==> config.mk <==
export PLATFORM = sky130hd
export DESIGN_NAME = h264_rtp_depacketizer_unit
export DESIGN_NICKNAME = d
export VERILOG_FILES = /design/src/rtl/h264dpk_pkg.sv /design/src/rtl/h264_rtp_depacketizer_unit.sv /design/src/rtl/h264dpk_parse.sv /design/src/rtl/h264dpk_emit.sv
export SDC_FILE = /design/constraint.sdc
export NUM_CORES = 1
export LEC_CHECK = 0
export BUFFER_PORTS_ARGS = -buffer_cell sky130_fd_sc_hd__buf_2
export CORE_MARGIN = 10
export CORE_UTILIZATION = 25
export DETAILED_ROUTE_END_ITERATION = 16
export PLACE_DENSITY = 0.48
export SLEW_MARGIN = 15
export SYNTH_ARGS = -nofsm -noshare
export SYNTH_HDL_FRONTEND = slang
export SYNTH_SLANG_ARGS = --single-unit
==> constraint.sdc <==
create_clock -name aclk -period 3.15 [get_ports aclk]
set_input_delay 0.1575 -clock aclk [delete_from_list [all_inputs] [get_ports aclk]]
set_output_delay 0.1575 -clock aclk [all_outputs]
set_load 0.005 [all_outputs]
==> src/rtl/h264dpk_pkg.sv <==
// Shared types and constants for the H.264 RTP depacketizer.
package h264dpk_pkg;

    // NAL header fields
    localparam logic [7:0] NAL_TYPE_MASK  = 8'h1f;
    localparam logic [7:0] NAL_NRI_MASK   = 8'he0;
    localparam logic [7:0] FU_START_BIT   = 8'h80;
    localparam logic [7:0] FU_END_BIT     = 8'h40;

    // NAL unit types with special handling
    localparam logic [4:0] NAL_SINGLE_MIN = 5'd1;
    localparam logic [4:0] NAL_SINGLE_MAX = 5'd12;
    localparam logic [4:0] NAL_SPS        = 5'd7;
    localparam logic [4:0] NAL_PPS        = 5'd8;
    localparam logic [4:0] NAL_STAP_A     = 5'd24;
    localparam logic [4:0] NAL_FU_A       = 5'd28;

    // Result burst lengths
    localparam logic [2:0] BURST_START_LONG  = 3'd5;
    localparam logic [2:0] BURST_START_SHORT = 3'd4;
    localparam logic [2:0] BURST_ONE         = 3'd1;
    localparam logic [2:0] BURST_NONE        = 3'd0;

    // Input request
    typedef struct packed {
        logic [7:0]  payload_byte;
        logic        packet_first;
        logic        packet_last;
        logic        marker;
        logic [31:0] rtp_timestamp;
    } h264dpk_in_t;

    // Result request
    typedef struct packed {
        logic [7:0]  out_byte;
        logic        byte_valid;
        logic        frame_end;
        logic        frame_abort;
        logic [31:0] frame_timestamp;
    } h264dpk_out_t;

    // Results caused by one input request, in compact form
    typedef struct packed {
        logic [2:0]  count;       // number of results, 0 to 5
        logic        is_start;    // start code plus header byte
        logic        four;        // four-byte start code
        logic [7:0]  data;        // header byte or body byte
        logic        byte_valid;  // single result carries a byte
        logic        abort;       // single result is a frame abort
        logic        frame_end;   // last result closes the frame
        logic [31:0] ts;          // frame timestamp
    } h264dpk_burst_t;

endpackage

==> src/rtl/h264_rtp_depacketizer_unit.sv <==
// Top level of the H.264 RTP depacketizer producing an Annex B byte stream.
//
//  channel  | ports                          | carries
//  ---------+--------------------------------+------------------------------------
//  input    | s_valid s_ready s_payload      | payload byte, packet flags, timestamp
//  result   | m_valid m_ready m_payload      | stream byte, frame end/abort, timestamp
//
// A request that yields zero or one result is taken every cycle while m_ready is high.
// A request that opens a NAL unit yields four or five results (start code plus
// header), one per cycle while m_ready is high, so the input waits behind it.
// The result holding register sets the pace: the next request enters in the
// cycle the last result of the current burst is taken.
// Reset (aresetn low, synchronous) closes any frame and empties the result stage.
module h264_rtp_depacketizer_unit (
    input  logic                      aclk,
    input  logic                      aresetn,
    input  logic                      s_valid,
    output logic                      s_ready,
    input  h264dpk_pkg::h264dpk_in_t  s_payload,
    output logic                      m_valid,
    input  logic                      m_ready,
    output h264dpk_pkg::h264dpk_out_t m_payload
);
    import h264dpk_pkg::*;

    h264dpk_burst_t burst;
    logic           s_accept;

    assign s_accept = s_valid && s_ready;

    h264dpk_parse u_parse (
        .aclk      (aclk),
        .aresetn   (aresetn),
        .s_payload (s_payload),
        .s_accept  (s_accept),
        .burst     (burst)
    );

    h264dpk_emit u_emit (
        .aclk      (aclk),
        .aresetn   (aresetn),
        .burst     (burst),
        .s_valid   (s_valid),
        .s_ready   (s_ready),
        .m_valid   (m_valid),
        .m_ready   (m_ready),
        .m_payload (m_payload)
    );

endmodule

==> src/rtl/h264dpk_parse.sv <==
// Payload parser: packet and NAL state, turns each request into a result burst.
module h264dpk_parse (
    input  logic                        aclk,
    input  logic                        aresetn,
    input  h264dpk_pkg::h264dpk_in_t    s_payload,
    input  logic                        s_accept,
    output h264dpk_pkg::h264dpk_burst_t burst
);
    import h264dpk_pkg::*;

    typedef enum logic [8:0] {
        PH_WAIT      = 9'b000000001,
        PH_SINGLE    = 9'b000000010,
        PH_STAP_HI   = 9'b000000100,
        PH_STAP_LO   = 9'b000001000,
        PH_STAP_NAL  = 9'b000010000,
        PH_STAP_BODY = 9'b000100000,
        PH_FU_HDR    = 9'b001000000,
        PH_FU_BODY   = 9'b010000000,
        PH_SKIP      = 9'b100000000
    } phase_t;

    phase_t      phase_reg, phase_next;
    logic        in_frame_reg, in_frame_next;
    logic        first_nal_done_reg, first_nal_done_next;
    logic        fu_active_reg, fu_active_next;
    logic [15:0] unit_left_reg, unit_left_next;
    logic [7:0]  len_high_reg, len_high_next;
    logic [2:0]  fu_ind_reg, fu_ind_next;
    logic [31:0] frame_ts_reg, frame_ts_next;

    logic [7:0]  b;
    logic [4:0]  hdr_type;
    logic [15:0] unit_dec;
    logic        live;
    logic        first_nal_base;
    logic        nal_go;
    logic [7:0]  nal_hdr;
    logic        param_set;
    logic        four;
    logic        single_go;
    logic        abort_go;

    assign b        = s_payload.payload_byte;
    assign hdr_type = 5'(b & NAL_TYPE_MASK);
    assign unit_dec = unit_left_reg - 16'd1;

    // Next state and result burst for the request at the input
    always_comb begin
        phase_next          = phase_reg;
        in_frame_next       = in_frame_reg;
        fu_active_next      = fu_active_reg;
        unit_left_next      = unit_left_reg;
        len_high_next       = len_high_reg;
        fu_ind_next         = fu_ind_reg;
        frame_ts_next       = frame_ts_reg;
        first_nal_base      = first_nal_done_reg;
        live                = 1'b0;
        nal_go              = 1'b0;
        nal_hdr             = b;
        single_go           = 1'b0;
        abort_go            = 1'b0;
        burst               = '0;

        if (s_payload.packet_first) begin
            // Open a packet, and a frame if none is open
            live = 1'b1;
            if (!in_frame_reg) begin
                in_frame_next  = 1'b1;
                frame_ts_next  = s_payload.rtp_timestamp;
                first_nal_base = 1'b0;
            end
            unit_left_next = '0;
            if (fu_active_reg) begin
                phase_next = PH_FU_HDR;
            end else if (hdr_type >= NAL_SINGLE_MIN && hdr_type <= NAL_SINGLE_MAX) begin
                nal_go     = 1'b1;
                phase_next = PH_SINGLE;
            end else if (hdr_type == NAL_STAP_A) begin
                phase_next = PH_STAP_HI;
            end else if (hdr_type == NAL_FU_A) begin
                fu_ind_next = 3'((b & NAL_NRI_MASK) >> 5);
                phase_next  = PH_FU_HDR;
            end else begin
                phase_next = PH_SKIP;
            end
        end else if (phase_reg != PH_WAIT) begin
            // Continue the open packet; orphan bytes fall through untouched
            live = 1'b1;
            unique case (phase_reg)
                PH_SINGLE, PH_FU_BODY: begin
                    single_go = 1'b1;
                end
                PH_STAP_HI: begin
                    len_high_next = b;
                    phase_next    = PH_STAP_LO;
                end
                PH_STAP_LO: begin
                    unit_left_next = {len_high_reg, b};
                    phase_next     = ({len_high_reg, b} != 16'd0) ? PH_STAP_NAL : PH_STAP_HI;
                end
                PH_STAP_NAL: begin
                    nal_go         = 1'b1;
                    unit_left_next = unit_dec;
                    phase_next     = (unit_dec != 16'd0) ? PH_STAP_BODY : PH_STAP_HI;
                end
                PH_STAP_BODY: begin
                    single_go      = 1'b1;
                    unit_left_next = unit_dec;
                    if (unit_dec == 16'd0) begin
                        phase_next = PH_STAP_HI;
                    end
                end
                PH_FU_HDR: begin
                    if (fu_active_reg) begin
                        if ((b & FU_END_BIT) != 8'd0) begin
                            fu_active_next = 1'b0;
                        end
                        phase_next = PH_FU_BODY;
                    end else if ((b & FU_START_BIT) == 8'd0) begin
                        // Fragment start missing: drop the frame
                        abort_go       = 1'b1;
                        in_frame_next  = 1'b0;
                        fu_active_next = 1'b0;
                        phase_next     = PH_SKIP;
                    end else begin
                        nal_go         = 1'b1;
                        nal_hdr        = {fu_ind_reg, hdr_type};
                        fu_active_next = ((b & FU_END_BIT) == 8'd0);
                        phase_next     = PH_FU_BODY;
                    end
                end
                PH_SKIP, PH_WAIT: begin
                end
                default: begin
                end
            endcase
        end

        // Start code length; SPS, PPS and the frame's first NAL get the long form
        param_set = (nal_hdr[4:0] == NAL_SPS) || (nal_hdr[4:0] == NAL_PPS);
        four      = param_set || !first_nal_base;
        first_nal_done_next = nal_go ? (first_nal_base || !param_set) : first_nal_base;

        // Assemble the burst
        burst.is_start   = nal_go;
        burst.four       = four;
        burst.data       = nal_go ? nal_hdr : (single_go ? b : 8'd0);
        burst.byte_valid = single_go;
        burst.abort      = abort_go;
        burst.ts         = 32'd0;
        if (nal_go) begin
            burst.count = four ? BURST_START_LONG : BURST_START_SHORT;
        end else if (single_go || abort_go) begin
            burst.count = BURST_ONE;
        end else begin
            burst.count = BURST_NONE;
        end

        // Close the packet, and the frame on a marker
        if (live && s_payload.packet_last) begin
            if (!abort_go && s_payload.marker && in_frame_next) begin
                burst.frame_end = 1'b1;
                burst.ts        = frame_ts_next;
                if (burst.count == BURST_NONE) begin
                    burst.count = BURST_ONE;
                end
                in_frame_next  = 1'b0;
                fu_active_next = 1'b0;
            end
            phase_next     = PH_WAIT;
            unit_left_next = '0;
        end
    end

    // Control state
    always_ff @(posedge aclk) begin
        if (!aresetn) begin
            phase_reg          <= PH_WAIT;
            in_frame_reg       <= 1'b0;
            first_nal_done_reg <= 1'b0;
            fu_active_reg      <= 1'b0;
        end else if (s_accept) begin
            phase_reg          <= phase_next;
            in_frame_reg       <= in_frame_next;
            first_nal_done_reg <= first_nal_done_next;
            fu_active_reg      <= fu_active_next;
        end
    end

    // Length, header and timestamp holding registers
    always_ff @(posedge aclk) begin
        if (s_accept) begin
            unit_left_reg <= unit_left_next;
            len_high_reg  <= len_high_next;
            fu_ind_reg    <= fu_ind_next;
            frame_ts_reg  <= frame_ts_next;
        end
    end

endmodule

==> src/rtl/h264dpk_emit.sv <==
// Result emitter: holds one burst and sends its results one per cycle while m_ready is high.
module h264dpk_emit (
    input  logic                        aclk,
    input  logic                        aresetn,
    input  h264dpk_pkg::h264dpk_burst_t burst,
    input  logic                        s_valid,
    output logic                        s_ready,
    output logic                        m_valid,
    input  logic                        m_ready,
    output h264dpk_pkg::h264dpk_out_t   m_payload
);
    import h264dpk_pkg::*;

    h264dpk_burst_t burst_reg;
    logic [2:0]     count_reg;
    logic [2:0]     idx_reg;
    logic           busy;
    logic           last_beat;
    logic           take;
    logic [2:0]     zero_len;

    assign busy      = (count_reg != BURST_NONE);
    assign last_beat = (idx_reg == count_reg - 3'd1);
    assign s_ready   = !busy || (m_ready && last_beat);
    assign take      = s_valid && s_ready;
    assign m_valid   = busy;
    assign zero_len  = burst_reg.four ? 3'd3 : 3'd2;

    // Hold the burst and step through its results; empty after the last one
    always_ff @(posedge aclk) begin
        if (!aresetn) begin
            count_reg <= BURST_NONE;
            idx_reg   <= '0;
        end else if (take) begin
            count_reg <= burst.count;
            idx_reg   <= '0;
        end else if (busy && m_ready) begin
            if (last_beat) begin
                count_reg <= BURST_NONE;
                idx_reg   <= '0;
            end else begin
                idx_reg <= idx_reg + 3'd1;
            end
        end
    end

    always_ff @(posedge aclk) begin
        if (take) begin
            burst_reg <= burst;
        end
    end

    // Select the current result
    always_comb begin
        m_payload = '0;
        if (burst_reg.is_start) begin
            m_payload.byte_valid = 1'b1;
            if (idx_reg < zero_len) begin
                m_payload.out_byte = 8'h00;
            end else if (idx_reg == zero_len) begin
                m_payload.out_byte = 8'h01;
            end else begin
                m_payload.out_byte = burst_reg.data;
            end
        end else begin
            m_payload.byte_valid  = burst_reg.byte_valid;
            m_payload.out_byte    = burst_reg.data;
            m_payload.frame_abort = burst_reg.abort;
        end
        if (burst_reg.frame_end && last_beat) begin
            m_payload.frame_end       = 1'b1;
            m_payload.frame_timestamp = burst_reg.ts;
        end
    end

endmodule

==> results.txt, run 1 <==
The first-pass GRT wire length came out at 24.8 mm. The flip-flop count of the largest register, all copies and words added came out at 45. In the synthesized netlist the dominant register cell turns out to be sky130_fd_sc_hd__edfxtp_1. The endpoint arrival time on the critical path came out at 3.34 ns.

The number of hold buffers added after CTS was 0. The final setup violation count is 0. The final instance area is 7720 um^2.

For this run the aggregate overflow at the end of global routing stands at 0. The wire length per cell after detailed routing came out at 16.3 um. During placement, the flow inserted port buffers numbering 91. The slew at the pin closest to its max-slew limit is 1.02 ns. The final worst slack is 0.143 ns. In the finished design, the share of the clock period the worst path needs comes to 0.955. The CTS tree is done. In this design, the stage delay of the slowest critical-path cell is 0.67 ns. The initial antenna violation count came out at 1.

The maximum clock skew at final layout came out at 0.0121 ns. The number of DRC markers in iteration 0 is 242. The proportion of synthesized flip-flops having asynchronous set or reset came out at 0. The maximum number of pins on one net before global-route repair is 53.

The largest buffer count on any clock path came out at 2. The count of placed standard cells including taps came out at 936. The run finished with clean final reports. The number of buffers created by CTS came out at 17.

The worst hold path belongs to the class in2reg. The worst slew margin relative to its limit is 0.323. For this configuration, the core starts out at a cell density of 0.253. The top fanout value on the critical path came out at 5. The layout net count came out at 684. In this run, synthesis produced a sequential element count of 121. Clock-pin slew was measured on the worst setup and hold paths at 0.06 ns. The floorplan die height came out at 176 um.

The total cell area at the placement stage is 7100 um^2. The number of hold-slack violations in the final timing report came out at 0. The number of optimization iterations in the first detailed-route pass came out at 4.

The kind of launch point of the worst setup path is a register. The total global-route track usage came out at 0.100. During I/O placement, the number of pins put on the boundary was 92.

The final core utilization came out at 0.319. The number of H-tree levels is 4. The number of pins with negative max-slew slack in the final report came to 0.

The sum of net half-perimeters after detailed placement is 10.9 mm. The static leakage came out at 3.06 nW. Total power for the finished layout comes to 0.00420 W. The areal power density over the cells is 543 nW/um^2. The number of global-route vias before repair is 4550. Counting every instance in the synthesized netlist gives 518. The post-synthesis area per instance is 11.8 um^2. The number of distinct standard cells referenced by the synthesized netlist came out at 61. Of the cells placed in the final design, the portion with a size suffix greater than 1 is 0.330.

Clock latency on the worst-skew pair, taken at its later pin, is 0.41 ns. The Yosys warning count is 0. The slowest stage of the critical path belongs to the cell sky130_fd_sc_hd__or4_2. The horizontal die dimension came out at 176 um.

The maximum VDD drop came out at 0.000345 V. The number of max-capacitance violations reported came out at 0. The area inside the core boundary is 24200 um^2. The pre-CTS worst setup slack came out at -0.0868 ns. The worst path needs 3.01 ns of the cycle, external delays included.

Static timing analysis puts the maximum clock frequency at 0.333 GHz. The final weighted congestion in routability-driven placement is 0.843. The total number of clock tree sinks is 121. The non-filler instance count after layout came out at 970. In this run the cell area of the synthesized design comes to 6120 um^2.

The area growth from synthesis to layout is 26.1%. Row generation in the floorplan step produced 57 rows. The count of nets left with antenna violations once routing finished came out at 0. Among the stages of the critical path, the cell type that occurs most often is sky130_fd_sc_hd__buf_4. Using the TritonRoute via totals, the vias-per-cell ratio works out to 4.55. Walking the worst path, the cells encountered are or4_2 -> or3_2 -> a21o_2 -> a2bb2oi_1 -> nor4_4 -> buf_4 -> o31ai_4 -> buf_4 -> mux2i_1. The floorplan step defined a die boundary enclosing 31100 um^2. For this run, design rule violations remaining after detail routing come to 0.

Summed over all layers, the routed wires come to 15.8 mm. The data required time at the worst endpoint came out at 3.48 ns. The worst setup path is captured at a register. Detailed routing inserted a total of 4416 vias.

The critical path is of the reg2reg type. The CTS root buffer is sky130_fd_sc_hd__clkbuf_16. The post-synthesis sequential area ratio is 0.566. The synthesized netlist net count is 570. Yosys mapped a number of flops with a built-in enable equal to 104.
-- kinds of logic after synthesis --
| kind of cell | after synthesis | synth area share |
|---|---|---|
| compound gates | 67 | 0.0744 |
| buf+inv | 38 | 0.0298 |
| mux | 46 | 0.0828 |
| flops | 121 | 0.566 |
| xor+xnor | 17 | 0.0243 |
| simple gates | 224 | 0.213 |
| fa+ha+maj | 5 | 0.0102 |
-- cell type report --
type	instances	area [um^2]
Inverter	9	37.5
Fill cell	2440	16500
Sequential cell	121	3460
Antenna cell	1	2.50
Timing Repair Buffer	124	716
Multi-Input combinational cell	359	2530
Tap cell	324	405
Clock buffer	17	425
Clock inverter	15	143
-- cells in the mapped netlist (all sizes together), types with 4 or more instances --
cell    count  area, um^2
edfxtp    104        3120
and2       40         251
and3       34         213
mux2       34         387
nor2       34         128
nand2      26         100
clkbuf     25         104
dfxtp      17         340
a211oi     15         113
nor2b      15        93.8
a21oi      14        70.1
mux2i      12         120
o21ai      12        60.1
nor3       11        55.1
nor4       11        75.1
xnor2      11        96.3
inv         9        33.8
nand2b      9        56.3
nand3       7        35.0
nand3b      7        52.6
xor2        6        52.6
ha          5        62.6
or4         5        46.3
buf         4        45.0
nand4b      4        35.0
or2         4        25.0
or3         4        27.5
-- path summary, 6_finish.rpt --
path                              startpoint                    endpoint  slack (ns)  cells past startpoint
hold reg to reg   u_parse.first_nal_done_reg  u_parse.first_nal_done_reg        0.48                      2
setup reg to reg    u_parse.unit_left_reg[8]        u_parse.phase_reg[3]        0.14                      9
setup / recovery    u_parse.unit_left_reg[8]        u_parse.phase_reg[3]        0.14                      9
hold / removal                 s_payload[35]     u_parse.len_high_reg[0]        0.04                      1
-- worst max-delay path: cells and delay by family, from the launching register on --
family                 cells  cell delay (ns)
flip-flops                 1             0.40
multiplexers               1             0.18
AND/OR/NAND/NOR            3             1.19
AO/OA/AOI/OAI              3             0.78
buffers and inverters      2             0.38
-- repair_timing --
item,in CTS,in global routing
setup buffers,0,1
setup endpoints to repair,7,10
pin swaps,0,2
gates resized for setup,2,4
-- report_power, final --
group / switching [W] / internal [W]
sequential: 0.0000459 / 0.00187
clock: 0.000774 / 0.00110
combinational: 0.000227 / 0.000177
total: 0.00105 / 0.00315
-- cells in the final DEF, fill, tap and decap left out, drive strengths merged, types with 12 or more instances in the layout --
| cell type | instances |
|---|---|
| a211oi | 15 |
| a21oi | 14 |
| and2 | 40 |
| and3 | 34 |
| buf | 124 |
| clkbuf | 17 |
| dfxtp | 17 |
| edfxtp | 104 |
| inv | 14 |
| mux2 | 34 |
| mux2i | 12 |
| nand2 | 26 |
| nor2 | 34 |
| nor2b | 15 |
| o21ai | 12 |
-- per-stage QoR --
stage | hold WS (ns) | setup TNS [ns]
global placement | 0.458 | -0.252
global route | 0.0263 | -0.00466
finish | 0.0366 | 0
floorplan | 0.256 | 0
CTS | 0.0217 | 0
detailed placement | 0.459 | -0.544
-- per-layer routing --
layer	GRT usage	vias up	wire, um
li1	-	2155	-
met1	0.125	2140	7120
met2	0.161	103	7490
met3	0.0303	18	889
met4	0.0364	0	326
met5	0	-	0
Note: power is estimated with default switching activity, not from simulation.
==> inputs of run 2 (changes only) <==
ABC_AREA = 1   (was default)
==> run 2 against run 1 <==
Effect of this change: clock power about the same; utilization decreased by 0.66 points; register-to-register slack improved by 0.46 ns; critical path depth increased by 7; non-clock buffer count decreased by 23; cell count increased by 24%; largest cell class unchanged.
==> results.txt, run 2 <==
Cells along the critical path: inv_1 -> ha_1 -> xnor2_1 -> nand2_1 -> nor2_1 -> nand2_1 -> nor2_1 -> nand2_1 -> nor2_2 -> nand2_1 -> nand2_1 -> nand2_2 -> inv_2 -> o21ai_0 -> nand2_1 -> nor2_1 (was or4_2 -> or3_2 -> a21o_2 -> a2bb2oi_1 -> nor4_4 -> buf_4 -> o31ai_4 -> buf_4 -> mux2i_1). The total wirelength of the detailed-routed design was 16.3 mm (was 15.8 mm). The remaining number of nets flagged by the antenna check after routing is 0 (unchanged).

The minimum setup slack among reg-to-reg paths came to 0.60 ns (was 0.14 ns). The flip-flop and latch count after synthesis came out at 121 (unchanged). The cell area after technology mapping came out at 6350 um^2 (was 6120 um^2). The cell depth of the worst hold path was 1 (unchanged). The aggregate global routing overflow is 0 (unchanged). The layout net count is 911 (was 684). The final weighted congestion in routability-driven placement was 0.831 (was 0.843). The number of resized instances in the post-cts repair step is 0 (was 2). The proportion of synthesized flip-flops having asynchronous set or reset came to 0 (unchanged). The number of pins with negative max-slew slack in the final report was 0 (unchanged). The worst hold endpoint is u_parse.fu_ind_reg[1] (was u_parse.len_high_reg[0]). The power share of the combinational group was 0.134 (was 0.096).

The critical-path cell with the highest stage delay is sky130_fd_sc_hd__edfxtp_1 (was sky130_fd_sc_hd__or4_2). The pre-CTS worst setup slack is 0.622 ns (was -0.0868 ns). The Yosys warning count is 0 (unchanged). The total global-route track usage is 0.101 (was 0.100).

The largest buffer count on any clock path is 2 (unchanged). The effective utilization at floorplan came out at 0.253 (about the same). The number of global-route vias before repair is 5027 (was 4550). The share of total power in the clock network is 0.423 (was 0.447). The adder-cell area share of the yosys netlist came out at 0.00985 (was 0.0102). The routed via count divided by cell count was 4.15 (was 4.55).

The count of buffering cells on the critical path with inverters included is 2 (unchanged). The share of Yosys cell area claimed by the top area cell type was 0.492 (was 0.510). The maximum VDD drop is 0.000316 V (was 0.000345 V). The static leakage came out at 3.59 nW (was 3.06 nW).

The share of cells above drive strength 1 came out at 0.198 (was 0.330). The fraction of power spent switching nets is 0.283 (was 0.250). The wire length per cell after detailed routing came out at 13.5 um (was 16.3 um).

The compound-cell area share of the yosys netlist is 0.0825 (was 0.0744). The total number of clock tree sinks came out at 121 (unchanged). The post-route clock period utilization came out at 0.809 (was 0.955). The register clock-pin slew on the reported worst setup and hold paths came to 0.06 ns (about the same). The most repeated library cell on the critical path is sky130_fd_sc_hd__nand2_1 (was sky130_fd_sc_hd__buf_4).

The areal power density over the cells came out at 568 nW/um^2 (was 543 nW/um^2). The xor/xnor cell area share of the yosys netlist was 0.00276 (was 0.0243). The horizontal die dimension came to 179 um (was 176 um). The leading cell type in the layout, fill and taps excluded is sky130_fd_sc_hd__inv_1 (was sky130_fd_sc_hd__edfxtp_1). The filler cell count is 2731 (was 2440). The relative area change from synthesis to final layout is 23.6% (was 26.1%).

The flip-flop count of the largest register, all copies and words added came out at 45 (unchanged). The origin of the critical flop-to-flop path is u_parse.unit_left_reg[0] (was u_parse.unit_left_reg[8]). The data required time at the worst endpoint is 3.46 ns (was 3.48 ns). The worst hold path startpoint is s_payload[41] (was s_payload[35]). The worst slack on hold paths is 0.0288 ns (was 0.0366 ns). The floorplan die height came out at 179 um (was 176 um).

The destination of the worst register-to-register timing path is u_parse.phase_reg[5] (was u_parse.phase_reg[3]). The CTS root buffer was sky130_fd_sc_hd__clkbuf_16 (unchanged). The critical path class is reg2reg (unchanged). The footprint of the multi-input gates came to 2170 um^2 (was 2530 um^2). Top library cells by usage in the layout, fill and taps aside: sky130_fd_sc_hd__inv_1, sky130_fd_sc_hd__nor2_1, sky130_fd_sc_hd__nand2_1 (was sky130_fd_sc_hd__edfxtp_1, sky130_fd_sc_hd__buf_2, sky130_fd_sc_hd__and2_1). The multiplexer share of the synthesized area came to 0 (was 0.0828). The kind of launch point of the worst setup path is a register (unchanged). The post-synthesis area per instance is 8.39 um^2 (was 11.8 um^2). The row count came to 58 (was 57). The sequential group share of total power is 0.442 (was 0.457). The number of top-level design ports came out at 92 (unchanged). Ranking of synthesized cells by area: sky130_fd_sc_hd__edfxtp_1, sky130_fd_sc_hd__inv_1, sky130_fd_sc_hd__nor2_1 (was sky130_fd_sc_hd__edfxtp_1, sky130_fd_sc_hd__mux2_2, sky130_fd_sc_hd__dfxtp_1).

The internal power component is 0.00320 W (was 0.00315 W). The final setup violation count is 0 (unchanged). The maximum clock rate is 0.392 GHz (was 0.333 GHz). The number of H-tree levels came out at 4 (unchanged). The count of vias placed by the detailed router was 4998 (was 4416). The type of the worst min-delay path was in2reg (unchanged). The number of hold-slack violations in the final timing report is 0 (unchanged). The final worst slack is 0.601 ns (was 0.143 ns).

The number of cells on the worst reg-to-reg path is 16 (was 9). The maximum number of pins on one net before global-route repair came out at 66 (was 53). The post-synthesis sequential area ratio is 0.545 (was 0.566). Status: complete, no violations (unchanged). The number of distinct standard cells referenced by the synthesized netlist is 39 (was 61). The number of buffers added on ports came out at 91 (unchanged). The largest family of logic cells by synthesized area is simple AND/OR/NAND/NOR gates (unchanged). The net switching power figure came to 0.00126 W (was 0.00105 W).

The number of buffers added for setup after CTS is 0 (unchanged). The first-pass GRT wire length is 26.4 mm (was 24.8 mm). The area used by sequential logic in the layout is 3470 um^2 (was 3460 um^2).

Setup repair after global routing left no endpoint under its margin. The area fraction in and, or, nand and nor cells after synthesis came out at 0.240 (was 0.213). The library cell with the largest summed area after synthesis is sky130_fd_sc_hd__edfxtp_1 (unchanged).

The CTS tree is done (unchanged). The sum of net half-perimeters after detailed placement came out at 11.9 mm (was 10.9 mm). The area inside the core boundary was 25100 um^2 (was 24200 um^2). The number of DRC violations after detailed routing is 0 (unchanged). The cell count after synthesis is 757 (was 518). The clock insertion delay at the later pin of the skew report is 0.42 ns (was 0.41 ns). The endpoint arrival time on the critical path came out at 2.86 ns (was 3.34 ns). The number of max-capacitance violations reported came out at 0 (unchanged). The number of optimization iterations in the first detailed-route pass came out at 5 (was 4). The worst slew margin relative to its limit came out at 0.367 (was 0.323).

The maximum clock skew at final layout is 0.0122 ns (was 0.0121 ns). The initial antenna violation count is 2 (was 1). The type of destination of the critical path is a register (unchanged).

The number of enable flip-flop cells after synthesis came out at 104 (unchanged). The slew at the pin closest to its max-slew limit came out at 0.947 ns (was 1.02 ns). The number of DRC markers in iteration 0 is 270 (was 242). The kind of cell adding the most delay to the critical path is simple AND/OR/NAND/NOR gates (unchanged). Ranking of synthesized cells by instance count: sky130_fd_sc_hd__inv_1, sky130_fd_sc_hd__nor2_1, sky130_fd_sc_hd__nand2_1 (was sky130_fd_sc_hd__edfxtp_1, sky130_fd_sc_hd__and2_1, sky130_fd_sc_hd__and3_1, sky130_fd_sc_hd__nor2_1, sky130_fd_sc_hd__mux2_2).

The area of the die is 32200 um^2 (was 31100 um^2). The shortest clock period the worst path allows after layout came out at 2.55 ns (was 3.01 ns). The most common flop cell mapped by yosys is sky130_fd_sc_hd__edfxtp_1 (unchanged). The synthesized netlist net count came to 809 (was 570).

The dominant cell by count in the synthesized netlist was sky130_fd_sc_hd__inv_1 (was sky130_fd_sc_hd__edfxtp_1). The maximum cell stage delay along the critical path came out at 0.42 ns (was 0.67 ns). The number of buffers created by CTS came out at 17 (unchanged). The top fanout value on the critical path is 11 (was 5).
run 2: cell count changes after synthesis, moves of 23 or more:
| cell | delta |
|---|---|
| sky130_fd_sc_hd__nand3_1 | +23 |
| sky130_fd_sc_hd__and2_1 | -38 |
| sky130_fd_sc_hd__mux2_2 | -33 |
| sky130_fd_sc_hd__o21ai_0 | +37 |
| sky130_fd_sc_hd__inv_1 | +168 |
| sky130_fd_sc_hd__nor2_1 | +89 |
| sky130_fd_sc_hd__and3_1 | -34 |
| sky130_fd_sc_hd__nand2_1 | +97 |
run 2: power groups by stage:
stage	Sequential [W]	Combinational (W)	Clock, W
finish	0.00197	0.000599	0.00189
global route	0.00199	0.000692	0.00203
CTS	0.00197	0.000606	0.00195
detailed placement	0.00201	0.000601	0
global placement	0.00200	0.000603	0
floorplan	0.00199	0.000427	0
run 2: area by class of cell:
cell class	count	area share
repair buffers	101	0.0708
clock inverters	15	0.0180
diodes	2	0.000637
clock buffers	17	0.0542
flip-flops and latches	121	0.441
multi-input cells	438	0.276
inverters	180	0.0861
well taps	330	0.0526
run 2: kinds of logic after synthesis:
kind of cell | Yosys count
buf+inv | 198
xor+xnor | 2
fa+ha+maj | 5
simple gates | 336
flops | 121
compound gates | 95
run 2: how the worst max path moves through the flow:
stage | slack, ns | cells past startpoint | endpoint | startpoint
final | 0.60 | 16 | u_parse.phase_reg[5] | u_parse.unit_left_reg[0]
after global routing | 0.33 | 15 | u_parse.phase_reg[5] | u_parse.unit_left_reg[0]
after CTS | 0.61 | 16 | u_parse.phase_reg[5] | u_parse.unit_left_reg[0]
after detailed placement | 0.62 | 16 | u_parse.phase_reg[5] | u_parse.unit_left_reg[0]
after global placement | 0.69 | 16 | u_parse.phase_reg[5] | u_parse.unit_left_reg[0]
after floorplan | -0.30 | 10 | u_parse.unit_left_reg[0] | u_emit.count_reg[2]
run 2: what timing repair did:
item | CTS | global route
hold endpoints to repair | 3 | 3
setup endpoints to repair | 0 | 0
hold buffers | 2 | 3
run 2: per-layer routing:
| metal | vias to the layer above | routed length [um] | track usage |
|---|---|---|---|
| met4 | 0 | 240 | 0.0341 |
| li1 | 2627 | - | - |
| met3 | 17 | 1020 | 0.0371 |
| met5 | - | 0 | 0 |
| met2 | 136 | 7350 | 0.157 |
| met1 | 2218 | 7700 | 0.126 |
run 2: stage by stage:
stage	instances	utilization	cell area (um^2)	TNS (ns)	total power (W)
3_3_place_gp	1165	0.288	7230	0	0.00261
5_1_grt	1202	0.312	7850	0	0.00471
6_report	1204	0.313	7850	0	0.00446
2_1_floorplan	757	-	6390	-7.15	0.00242
4_1_cts	1199	0.311	7820	0	0.00453
3_5_place_dp	1165	0.288	7230	0	0.00261
